`src/design/brf_pkg.sv`:
```
// Shared types and constants for the byte ring FIFO with peek.
// Holds action codes, status codes, register indexes and fixed field widths.
// No dependencies.
`default_nettype none

package brf_pkg;

  // Fixed field widths
  localparam int unsigned DATA_W = 8;
  localparam int unsigned CNT_W  = 9;
  localparam int unsigned ACT_W  = 3;
  localparam int unsigned STAT_W = 2;

  // Action codes carried by one input beat
  typedef enum logic [ACT_W-1:0] {
    ACT_PUSH   = 3'd0,
    ACT_POP    = 3'd1,
    ACT_PEEK   = 3'd2,
    ACT_REWIND = 3'd3,
    ACT_COMMIT = 3'd4,
    ACT_SETOFF = 3'd5,
    ACT_CLEAR  = 3'd6
  } brf_action_t;

  // Result status codes
  localparam logic [STAT_W-1:0] ST_DONE    = 2'd0;
  localparam logic [STAT_W-1:0] ST_REFUSED = 2'd1;
  localparam logic [STAT_W-1:0] ST_CLAMPED = 2'd2;

  // Configuration register indexes
  localparam int unsigned CFG_IDX_W = 1;
  localparam logic [CFG_IDX_W-1:0] CFG_SIZE      = 1'b0;
  localparam logic [CFG_IDX_W-1:0] CFG_OVERWRITE = 1'b1;

  // Register reset values
  localparam logic [CNT_W-1:0] SIZE_RESET = 9'd256;

endpackage

`default_nettype wire

```
`src/design/byte_ring_fifo_with_peek.sv`:
```
// Top level of the byte ring FIFO with read-ahead (peek) pointer.
// Depends on brf_pkg and brf_mod_unit.
//
// Usage:
//   Input channel (in_valid/in_ready) carries one action beat: push, pop,
//   peek, rewind peek, commit peek, set peek offset or clear. Each beat
//   yields exactly one result beat on the output channel (out_valid/
//   out_ready) with status, read byte, overwrite flag and the counts after
//   the action, plus the echoed request_last marker.
//   Bytes live in one DEPTH-entry synchronous RAM with a registered read;
//   the pointers and counts sit in registers.
//   The RAM is read as a beat is accepted; the update stage (S_EXEC) then
//   loads the result beat into the output register. Set peek offset first
//   waits in S_MOD while an iterative remainder unit runs the pointer wrap.
//   A new beat is not taken until the previous one has left the update
//   stage; a new beat is taken while a result waits in the output register.
//   Reset (rst_n low, synchronous) empties the ring, sets the size to 256
//   and disables overwrite; RAM contents are left as they are.
//   If the receiver stalls, the finished result holds in the output register
//   and the next beat waits in the update stage until the register drains.
//   Configuration (cfg_we/cfg_index/cfg_wdata) must be written only while
//   idle; the user is bound by this, as the block does not enforce it.
`default_nettype none

module byte_ring_fifo_with_peek #(
  parameter int unsigned DEPTH = 256
) (
  input  wire                                  clk,
  input  wire                                  rst_n,
  // Configuration write port
  input  wire                                  cfg_we,
  input  wire  [brf_pkg::CFG_IDX_W-1:0]        cfg_index,
  input  wire  [brf_pkg::CNT_W-1:0]            cfg_wdata,
  // Input channel
  input  wire                                  in_valid,
  output logic                                 in_ready,
  input  wire  [brf_pkg::ACT_W-1:0]            in_action,
  input  wire  [brf_pkg::DATA_W-1:0]           in_write_data,
  input  wire  [brf_pkg::CNT_W-1:0]            in_offset_count,
  input  wire                                  in_request_last,
  // Result channel
  output logic                                 out_valid,
  input  wire                                  out_ready,
  output logic [brf_pkg::STAT_W-1:0]           out_status,
  output logic [brf_pkg::DATA_W-1:0]           out_read_data,
  output logic                                 out_dropped_oldest,
  output logic [brf_pkg::CNT_W-1:0]            out_fill_count,
  output logic [brf_pkg::CNT_W-1:0]            out_peek_remaining,
  output logic [brf_pkg::CNT_W-1:0]            out_peeked_count,
  output logic                                 out_last
);

  localparam int unsigned PTR_W     = $clog2(DEPTH);
  localparam int unsigned CNT_MAX   = (1 << brf_pkg::CNT_W) - 1;
  localparam int unsigned DEPTH_CAP = (DEPTH < CNT_MAX) ? DEPTH : CNT_MAX;
  localparam int unsigned SUM_W     = ((PTR_W > brf_pkg::CNT_W) ? PTR_W : brf_pkg::CNT_W) + 1;
  localparam int unsigned CMP_W     = ((PTR_W + 1) > brf_pkg::CNT_W) ? (PTR_W + 1)
                                                                    : brf_pkg::CNT_W;

  typedef enum logic [1:0] {
    S_IDLE,
    S_MOD,
    S_EXEC
  } state_t;

  // Configuration registers
  logic [brf_pkg::CNT_W-1:0]  cfg_size_r;
  logic                       cfg_ovw_r;

  // Ring state
  logic [PTR_W-1:0]           head_r, head_nxt;
  logic [PTR_W-1:0]           tail_r, tail_nxt;
  logic [PTR_W-1:0]           peek_r, peek_nxt;
  logic [brf_pkg::CNT_W-1:0]  fill_r, fill_nxt;
  logic [brf_pkg::CNT_W-1:0]  pleft_r, pleft_nxt;

  // Byte store
  logic [brf_pkg::DATA_W-1:0] mem [DEPTH];
  logic [brf_pkg::DATA_W-1:0] rd_data_r;
  logic                       mem_we;

  // Held input beat
  state_t                     state_r;
  brf_pkg::brf_action_t       act_r;
  logic [brf_pkg::DATA_W-1:0] wdata_r;
  logic [brf_pkg::CNT_W-1:0]  off_r;
  logic                       clamp_r;
  logic                       last_r;

  // Output register
  logic                       out_valid_r;
  logic [brf_pkg::STAT_W-1:0] out_status_r;
  logic [brf_pkg::DATA_W-1:0] out_rdata_r;
  logic                       out_drop_r;
  logic [brf_pkg::CNT_W-1:0]  out_fill_r;
  logic [brf_pkg::CNT_W-1:0]  out_pleft_r;
  logic [brf_pkg::CNT_W-1:0]  out_peeked_r;
  logic                       out_last_r;

  // Step logic
  logic                       in_fire;
  logic                       exec_go;
  logic [brf_pkg::CNT_W-1:0]  rsize;
  logic                       off_over;
  logic [brf_pkg::CNT_W-1:0]  off_eff;
  logic                       mod_start;
  logic                       mod_done;
  logic [brf_pkg::CNT_W-1:0]  mod_rem;
  logic [SUM_W-1:0]           mod_dividend;
  logic [brf_pkg::STAT_W-1:0] status_c;
  logic [brf_pkg::DATA_W-1:0] rdata_c;
  logic                       drop_c;

  // Advance a pointer by one, wrapping at the ring size
  function automatic logic [PTR_W-1:0] ring_next(input logic [PTR_W-1:0] idx,
                                                 input logic [brf_pkg::CNT_W-1:0] sz);
    logic [CMP_W-1:0] n;
    n = CMP_W'(idx) + CMP_W'(1);
    return (n >= CMP_W'(sz)) ? '0 : PTR_W'(n);
  endfunction

  assign in_ready = (state_r == S_IDLE);
  assign in_fire  = in_valid && in_ready;
  assign exec_go  = (state_r == S_EXEC) && (!out_valid_r || out_ready);

  // Clamp the configured size into 1..DEPTH_CAP (DEPTH, at most 511)
  always_comb begin
    if (cfg_size_r == '0) begin
      rsize = brf_pkg::CNT_W'(1);
    end else if (cfg_size_r > brf_pkg::CNT_W'(DEPTH_CAP)) begin
      rsize = brf_pkg::CNT_W'(DEPTH_CAP);
    end else begin
      rsize = cfg_size_r;
    end
  end

  // Clamp the peek offset to the fill level and start the wrap
  assign off_over     = in_offset_count > fill_r;
  assign off_eff      = off_over ? fill_r : in_offset_count;
  assign mod_start    = in_fire && (in_action == brf_pkg::ACT_SETOFF);
  assign mod_dividend = SUM_W'(head_r) + SUM_W'(off_eff);

  brf_mod_unit #(
    .SUM_W (SUM_W)
  ) u_mod (
    .clk       (clk),
    .rst_n     (rst_n),
    .start     (mod_start),
    .dividend  (mod_dividend),
    .divisor   (rsize),
    .done      (mod_done),
    .remainder (mod_rem)
  );

  // Configuration writes
  always_ff @(posedge clk) begin
    if (!rst_n) begin
      cfg_size_r <= brf_pkg::SIZE_RESET;
      cfg_ovw_r  <= 1'b0;
    end else if (cfg_we) begin
      unique case (cfg_index)
        brf_pkg::CFG_SIZE:      cfg_size_r <= cfg_wdata;
        brf_pkg::CFG_OVERWRITE: cfg_ovw_r  <= cfg_wdata[0];
        default: ;
      endcase
    end
  end

  // Byte store: write on push, read at head or peek when a beat is taken
  always_ff @(posedge clk) begin
    if (mem_we) begin
      mem[tail_r] <= wdata_r;
    end
    if (in_fire) begin
      rd_data_r <= (in_action == brf_pkg::ACT_PEEK) ? mem[peek_r] : mem[head_r];
    end
  end

  // Compute the effect of the held action
  always_comb begin
    head_nxt  = head_r;
    tail_nxt  = tail_r;
    peek_nxt  = peek_r;
    fill_nxt  = fill_r;
    pleft_nxt = pleft_r;
    status_c  = brf_pkg::ST_DONE;
    rdata_c   = '0;
    drop_c    = 1'b0;
    mem_we    = 1'b0;
    unique case (act_r)
      brf_pkg::ACT_PUSH: begin
        if (fill_r >= rsize && !cfg_ovw_r) begin
          status_c = brf_pkg::ST_REFUSED;
        end else begin
          if (fill_r >= rsize) begin
            // Drop the oldest byte and pull peek back to the new head
            head_nxt  = ring_next(head_r, rsize);
            peek_nxt  = head_nxt;
            pleft_nxt = fill_r;
            drop_c    = 1'b1;
          end else begin
            fill_nxt  = fill_r + brf_pkg::CNT_W'(1);
            pleft_nxt = pleft_r + brf_pkg::CNT_W'(1);
          end
          tail_nxt = ring_next(tail_r, rsize);
          mem_we   = exec_go;
        end
      end
      brf_pkg::ACT_POP: begin
        if (fill_r == '0) begin
          status_c = brf_pkg::ST_REFUSED;
        end else begin
          rdata_c   = rd_data_r;
          head_nxt  = ring_next(head_r, rsize);
          fill_nxt  = fill_r - brf_pkg::CNT_W'(1);
          peek_nxt  = head_nxt;
          pleft_nxt = fill_nxt;
        end
      end
      brf_pkg::ACT_PEEK: begin
        if (pleft_r == '0) begin
          status_c = brf_pkg::ST_REFUSED;
        end else begin
          rdata_c   = rd_data_r;
          peek_nxt  = ring_next(peek_r, rsize);
          pleft_nxt = pleft_r - brf_pkg::CNT_W'(1);
        end
      end
      brf_pkg::ACT_REWIND: begin
        peek_nxt  = head_r;
        pleft_nxt = fill_r;
      end
      brf_pkg::ACT_COMMIT: begin
        head_nxt = peek_r;
        fill_nxt = pleft_r;
      end
      brf_pkg::ACT_SETOFF: begin
        status_c  = clamp_r ? brf_pkg::ST_CLAMPED : brf_pkg::ST_DONE;
        peek_nxt  = PTR_W'(mod_rem);
        pleft_nxt = fill_r - off_r;
      end
      brf_pkg::ACT_CLEAR: begin
        head_nxt  = '0;
        tail_nxt  = '0;
        peek_nxt  = '0;
        fill_nxt  = '0;
        pleft_nxt = '0;
      end
      default: ;
    endcase
  end

  // Ring pointers and counts: update when the held action completes
  always_ff @(posedge clk) begin
    if (!rst_n) begin
      head_r  <= '0;
      tail_r  <= '0;
      peek_r  <= '0;
      fill_r  <= '0;
      pleft_r <= '0;
    end else if (exec_go) begin
      head_r  <= head_nxt;
      tail_r  <= tail_nxt;
      peek_r  <= peek_nxt;
      fill_r  <= fill_nxt;
      pleft_r <= pleft_nxt;
    end
  end

  // Sequencer and output register
  always_ff @(posedge clk) begin
    if (!rst_n) begin
      state_r     <= S_IDLE;
      out_valid_r <= 1'b0;
    end else begin
      // Load the output register on completion, drop it once taken
      if (exec_go) begin
        out_valid_r <= 1'b1;
      end else if (out_ready) begin
        out_valid_r <= 1'b0;
      end
      unique case (state_r)
        S_IDLE: begin
          if (in_fire) begin
            act_r   <= brf_pkg::brf_action_t'(in_action);
            wdata_r <= in_write_data;
            off_r   <= off_eff;
            clamp_r <= off_over;
            last_r  <= in_request_last;
            state_r <= mod_start ? S_MOD : S_EXEC;
          end
        end
        S_MOD: begin
          if (mod_done) begin
            state_r <= S_EXEC;
          end
        end
        S_EXEC: begin
          if (exec_go) begin
            out_status_r <= status_c;
            out_rdata_r  <= rdata_c;
            out_drop_r   <= drop_c;
            out_fill_r   <= fill_nxt;
            out_pleft_r  <= pleft_nxt;
            out_peeked_r <= fill_nxt - pleft_nxt;
            out_last_r   <= last_r;
            state_r      <= S_IDLE;
          end
        end
        default: state_r <= S_IDLE;
      endcase
    end
  end

  assign out_valid          = out_valid_r;
  assign out_status         = out_status_r;
  assign out_read_data      = out_rdata_r;
  assign out_dropped_oldest = out_drop_r;
  assign out_fill_count     = out_fill_r;
  assign out_peek_remaining = out_pleft_r;
  assign out_peeked_count   = out_peeked_r;
  assign out_last           = out_last_r;

`ifndef SYNTHESIS
  // Peek never runs past the bytes held
  a_pleft_le_fill: assert property (@(posedge clk) disable iff (!rst_n)
    pleft_r <= fill_r)
    else $error("peek count exceeds fill level");

  // Fill never exceeds the largest usable ring size
  a_fill_cap: assert property (@(posedge clk) disable iff (!rst_n)
    fill_r <= brf_pkg::CNT_W'(DEPTH_CAP))
    else $error("fill level beyond ring capacity");

  // The remainder unit only finishes while the sequencer waits for it
  a_mod_done_state: assert property (@(posedge clk) disable iff (!rst_n)
    mod_done |-> (state_r == S_MOD))
    else $error("remainder done outside wait state");

  // A completed action always leaves a result beat in the output register
  a_exec_result: assert property (@(posedge clk) disable iff (!rst_n)
    exec_go |=> (out_valid_r && state_r == S_IDLE))
    else $error("completed action produced no result beat");

  // Store writes happen only for an accepted push
  a_write_push: assert property (@(posedge clk) disable iff (!rst_n)
    mem_we |-> (exec_go && act_r == brf_pkg::ACT_PUSH && status_c == brf_pkg::ST_DONE))
    else $error("store write outside a push");
`endif

endmodule

`default_nettype wire

```
`src/design/brf_mod_unit.sv`:
```
// Iterative remainder unit: dividend modulo divisor, one quotient bit per cycle.
// Uses brf_pkg for the count width.
`default_nettype none

module brf_mod_unit #(
  parameter int unsigned SUM_W = 17
) (
  input  wire                          clk,
  input  wire                          rst_n,
  input  wire                          start,
  input  wire  [SUM_W-1:0]             dividend,
  input  wire  [brf_pkg::CNT_W-1:0]    divisor,
  output logic                         done,
  output logic [brf_pkg::CNT_W-1:0]    remainder
);

  localparam int unsigned STEP_W = $clog2(SUM_W + 1);

  logic                        busy_r;
  logic                        done_r;
  logic [STEP_W-1:0]           step_r;
  logic [SUM_W-1:0]            shift_r;
  logic [brf_pkg::CNT_W-1:0]   rem_r;
  logic [brf_pkg::CNT_W:0]     trial;
  logic [brf_pkg::CNT_W-1:0]   rem_nxt;

  // Bring down the next dividend bit and subtract the divisor when it fits
  always_comb begin
    trial = {rem_r, shift_r[SUM_W-1]};
    if (trial >= {1'b0, divisor}) begin
      rem_nxt = brf_pkg::CNT_W'(trial - {1'b0, divisor});
    end else begin
      rem_nxt = trial[brf_pkg::CNT_W-1:0];
    end
  end

  // Sequence control
  always_ff @(posedge clk) begin
    if (!rst_n) begin
      busy_r <= 1'b0;
      done_r <= 1'b0;
      step_r <= '0;
    end else begin
      done_r <= 1'b0;
      if (start) begin
        busy_r <= 1'b1;
        step_r <= STEP_W'(SUM_W);
      end else if (busy_r) begin
        step_r <= step_r - STEP_W'(1);
        if (step_r == STEP_W'(1)) begin
          busy_r <= 1'b0;
          done_r <= 1'b1;
        end
      end
    end
  end

  // Datapath: load on start, shift while busy, hold afterwards
  always_ff @(posedge clk) begin
    if (start) begin
      shift_r <= dividend;
      rem_r   <= '0;
    end else if (busy_r) begin
      shift_r <= shift_r << 1;
      rem_r   <= rem_nxt;
    end
  end

  assign done      = done_r;
  assign remainder = rem_r;

endmodule

`default_nettype wire

```
`config.mk`:
```
export PLATFORM = sky130hd
export DESIGN_NAME = byte_ring_fifo_with_peek
export DESIGN_NICKNAME = d
export VERILOG_FILES = /design/src/design/brf_pkg.sv /design/src/design/byte_ring_fifo_with_peek.sv /design/src/design/brf_mod_unit.sv
export SDC_FILE = /design/constraint.sdc
export NUM_CORES = 2
export LEC_CHECK = 0
export BUFFER_PORTS_ARGS = -buffer_cell sky130_fd_sc_hd__buf_2
export CAP_MARGIN = 20
export CELL_PAD_IN_SITES_DETAIL_PLACEMENT = 1
export CELL_PAD_IN_SITES_GLOBAL_PLACEMENT = 1
export CORE_MARGIN = 2
export CORE_UTILIZATION = 56
export CTS_BUF_LIST = sky130_fd_sc_hd__clkbuf_4 sky130_fd_sc_hd__clkbuf_8 sky130_fd_sc_hd__clkbuf_16
export DETAILED_ROUTE_END_ITERATION = 8
export HOLD_SLACK_MARGIN = 0.03
export PLACE_DENSITY = 0.77
export SLEW_MARGIN = 30
export SYNTH_ARGS = -nofsm -noshare
export SYNTH_HDL_FRONTEND = slang
export SYNTH_SLANG_ARGS = --single-unit
```
`constraint.sdc`:
```
create_clock -name clk -period 5.2 [get_ports clk]
set_input_delay 1.04 -clock clk [delete_from_list [all_inputs] [get_ports clk]]
set_output_delay 1.04 -clock clk [all_outputs]
set_load 0.1 [all_outputs]
```
==> impl_metrics.ini <==
[sta]
period_needed_ns = 4.88
hold_slack_ns = 0.339
min_period_over_period = 0.939
hold_viol = 0
finalMaxSlewViolations = 0
tightest_slew_ns = 1.13
max_slew_margin = 0.249
setup_viol = 0
fmax_ghz = 0.205
timing.final.ws_setup_ns = 0.318
skew_ns = 0.0506

[flow_run]
max_cap_viol_count = 0

[worst_setup_path]
required_ns = 5.81
worstReg2RegStart = cfg_size_r[4]$_SDFFE_PN0P_
critical-path-max-stage-delay_ns = 0.51
crit_buf_inv = 2
r2r_end = out_peeked_count[8]$_DFFE_PP_
slowest_stage = or3b_2
worst_path_most_repeated_cell = a21oi_1
path_class = register to register
path_max_fanout = 3
cp.arrival_ns = 5.49
r2r_cells = 21
r2r_slack_ns = 0.32
path_cells = nor4_2 -> a21oi_1 -> nor2_1 -> ha_1 -> nor2b_1 -> o21ai_0 -> a21oi_1 -> and2_4 -> o31ai_1 -> or3b_2 -> a2111oi_2 -> buf_4 -> inv_1 -> fa_1 -> nor2b_1 -> o21ai_0 -> nand2b_1 -> a21o_1 -> a21oi_1 -> o21ai_1 -> xor3_1
cp-start-kind = register
critical-path-top-delay-family = simple AND/OR/NAND/NOR gates
end_kind = register

[floorplan]
die_h_um = 436
fp-row-count = 158
dieArea_um2 = 190000
ios = 77
die_w_um = 436
initial_core_util = 0.563
fp.coreArea_um2 = 185000

[route]
vias = 65900
finalWirelength_mm = 354
vias_per_cell = 7.35
wl_per_cell_um = 39.5
drt-pass1-iter-count = 6
ant_nets = 0
dr.first_iter.drc_count = 9989
drcViolationCount = 0

[grt]
track_usage = 0.376
grt_start_max_net_pins = 205
grt_pass1_vias = 68000
antenna_found_initial = 22
gr-total-overflow = 0
grt_pass1_wl_mm = 508

[cts]
clock_sinks = 2213
cts_buffer_depth = 3
cts_htree_levels = 4
cts_tree = done
cts_root_buffer = clkbuf_16
clk_pin_slew_ns = 0.06
cts.hold.buffers_added = 0
insertion_delay_ns = 0.92
numCtsBuffers = 227

[synthesis]
ys_types = 72
yosys_warnings = 0
syn_area_um2 = 104000
yosysTopAreaCellShare = 0.612
synth.ff_latch_count = 2213
synth_edf_count = 2127
syn_nets = 6032
syn_inst = 5902
synth_area_leader_cell = edfxtp_1
synth_area_leaders = edfxtp_1, mux4_2, nor2_1
yosysSeqAreaShare = 0.629
synth_ff_type = edfxtp_1
async_reset_ff_frac = 0
syn_avg_cell_area_um2 = 17.7

[place]
io_buffer_count = 76
gp_congestion = 0.951
dpl.hpwl_mm = 237
dp_slack_ns = 0.239
dpl-instance-area_um2 = 110000

[final_layout]
final_layout_size_suffix_gt1_frac = 0.322
final_nets = 6405
syn_to_final_growth_pct = 13.4
final_cell_mix = edfxtp_1, mux4_2, nor2_1
fill_cells = 15800
stdcell_area_um2 = 118000
final_common_cell = edfxtp_1

[power]
total_power_w = 0.0405
power_density_nw_per_um2 = 343
p_leak_nw = 36.6
vdd_ir_drop_max_mv = 0.380

[min_path]
min_from = in_write_data[1]
hp-class = input pin to register
whs_path_depth = 1
holdPathEnd = wdata_r[1]$_DFFE_PP_

[status]
status = finished, final reports clean
-- cell usage after synthesis (29+ instances only) --
| cell | number |
|---|---|
| mux4_2 | 1074 |
| clkbuf_1 | 254 |
| xnor2_1 | 40 |
| nand2b_1 | 59 |
| mux2i_1 | 85 |
| nor4_1 | 39 |
| a211oi_1 | 61 |
| dfxtp_1 | 86 |
| nand3_1 | 91 |
| nand2_1 | 183 |
| ha_1 | 90 |
| buf_1 | 33 |
| nor2b_1 | 29 |
| o22ai_1 | 183 |
| a21oi_1 | 126 |
| nor3_1 | 94 |
| o21ai_0 | 118 |
| nor2_1 | 603 |
| edfxtp_1 | 2127 |
| buf_2 | 117 |
| inv_1 | 76 |
-- metal layers --
| metal | track usage | vias to the layer above | wire [µm] |
|---|---|---|---|
| li1 | - | 25300 | - |
| met3 | 0.0927 | 1061 | 42300 |
| met4 | 0.207 | 20 | 23600 |
| met2 | 0.576 | 4956 | 164000 |
| met5 | 0 | - | 114 |
| met1 | 0.502 | 34500 | 124000 |
-- per-stage QoR --
stage	std cells	setup TNS (ns)	utilization
after floorplan	5902	0	-
after CTS	8946	0	0.638
after global routing	8952	-0.00352	0.639
after detailed placement	8520	0	0.595
after global placement	8520	0	0.595
final	8962	0	0.639
-- logic make-up after synthesis --
logic type / count (synthesis) / share of synthesized area
AND/OR/NAND/NOR: 1198 / 0.0513
flip-flops: 2213 / 0.629
buffers and inverters: 502 / 0.0204
multiplexers: 1174 / 0.242
AO/OA/AOI/OAI: 659 / 0.0407
XOR/XNOR: 62 / 0.00535
adder cells (fa/ha/maj): 94 / 0.0116
-- registers in the layout (all words and copies together), names as in the netlist, 8 cells and up, named ones only --
name,flops
off_r,9
out_peek_remaining,9
out_fill_count,9
out_peeked_count,9
rd_data_r,8
peek_r,8
mem,2048
u_mod.shift_r,10
out_read_data,8
pleft_r,9
wdata_r,8
cfg_size_r,9
fill_r,9
u_mod.remainder,9
tail_r,8
head_r,8
-- how the worst max path moves through the flow --
stage | start | to | slack [ns] | cells after the start
global placement | cfg_size_r[5]$_SDFFE_PN0P_ | out_peeked_count[8]$_DFFE_PP_ | 0.20 | 21
detailed placement | cfg_size_r[5]$_SDFFE_PN0P_ | out_peeked_count[8]$_DFFE_PP_ | 0.24 | 21
global route | cfg_size_r[4]$_SDFFE_PN0P_ | out_peeked_count[8]$_DFFE_PP_ | -0.004 | 21
floorplan | cfg_size_r[4]$_SDFFE_PN0P_ | out_peeked_count[8]$_DFFE_PP_ | 0.40 | 21
finish | cfg_size_r[4]$_SDFFE_PN0P_ | out_peeked_count[8]$_DFFE_PP_ | 0.32 | 21
CTS | cfg_size_r[4]$_SDFFE_PN0P_ | out_peeked_count[8]$_DFFE_PP_ | 0.18 | 21
-- power breakdown --
group	leakage (nW)	switching, W	internal [W]
Combinational	12.9	0.00206	0.00137
Clock	3.87	0.00734	0.0100
Sequential	19.8	0.000153	0.0196
-- worst register-to-register path: stages (launching register included) --
cell	delay, ns
dfxtp_1	0.32
nor4_2	0.27
a21oi_1	0.10
nor2_1	0.17
ha_1	0.26
nor2b_1	0.11
o21ai_0	0.10
a21oi_1	0.23
and2_4	0.20
o31ai_1	0.09
or3b_2	0.51
a2111oi_2	0.38
buf_4	0.19
inv_1	0.07
fa_1	0.45
nor2b_1	0.15
o21ai_0	0.10
nand2b_1	0.10
a21o_1	0.12
a21oi_1	0.09
o21ai_1	0.15
xor3_1	0.42
-- layout make-up --
cell class,count,area [µm²],share of cell area
Antenna cell,10,25.0,0.000211
Clock buffer,271,6020,0.0509
Clock inverter,155,1900,0.0160
Inverter,77,289,0.00244
Multi-Input combinational cell,3187,36700,0.310
Sequential cell,2213,65600,0.555
Tap cell,2480,3100,0.0262
Timing Repair Buffer,569,4660,0.0394
-- repair_timing --
item,CTS,global route
resized for setup,0,5
endpoints found under the setup margin,0,2
buffers inserted,0,3
endpoints found under the hold margin,0,0
(Power assumes the default switching activity.)
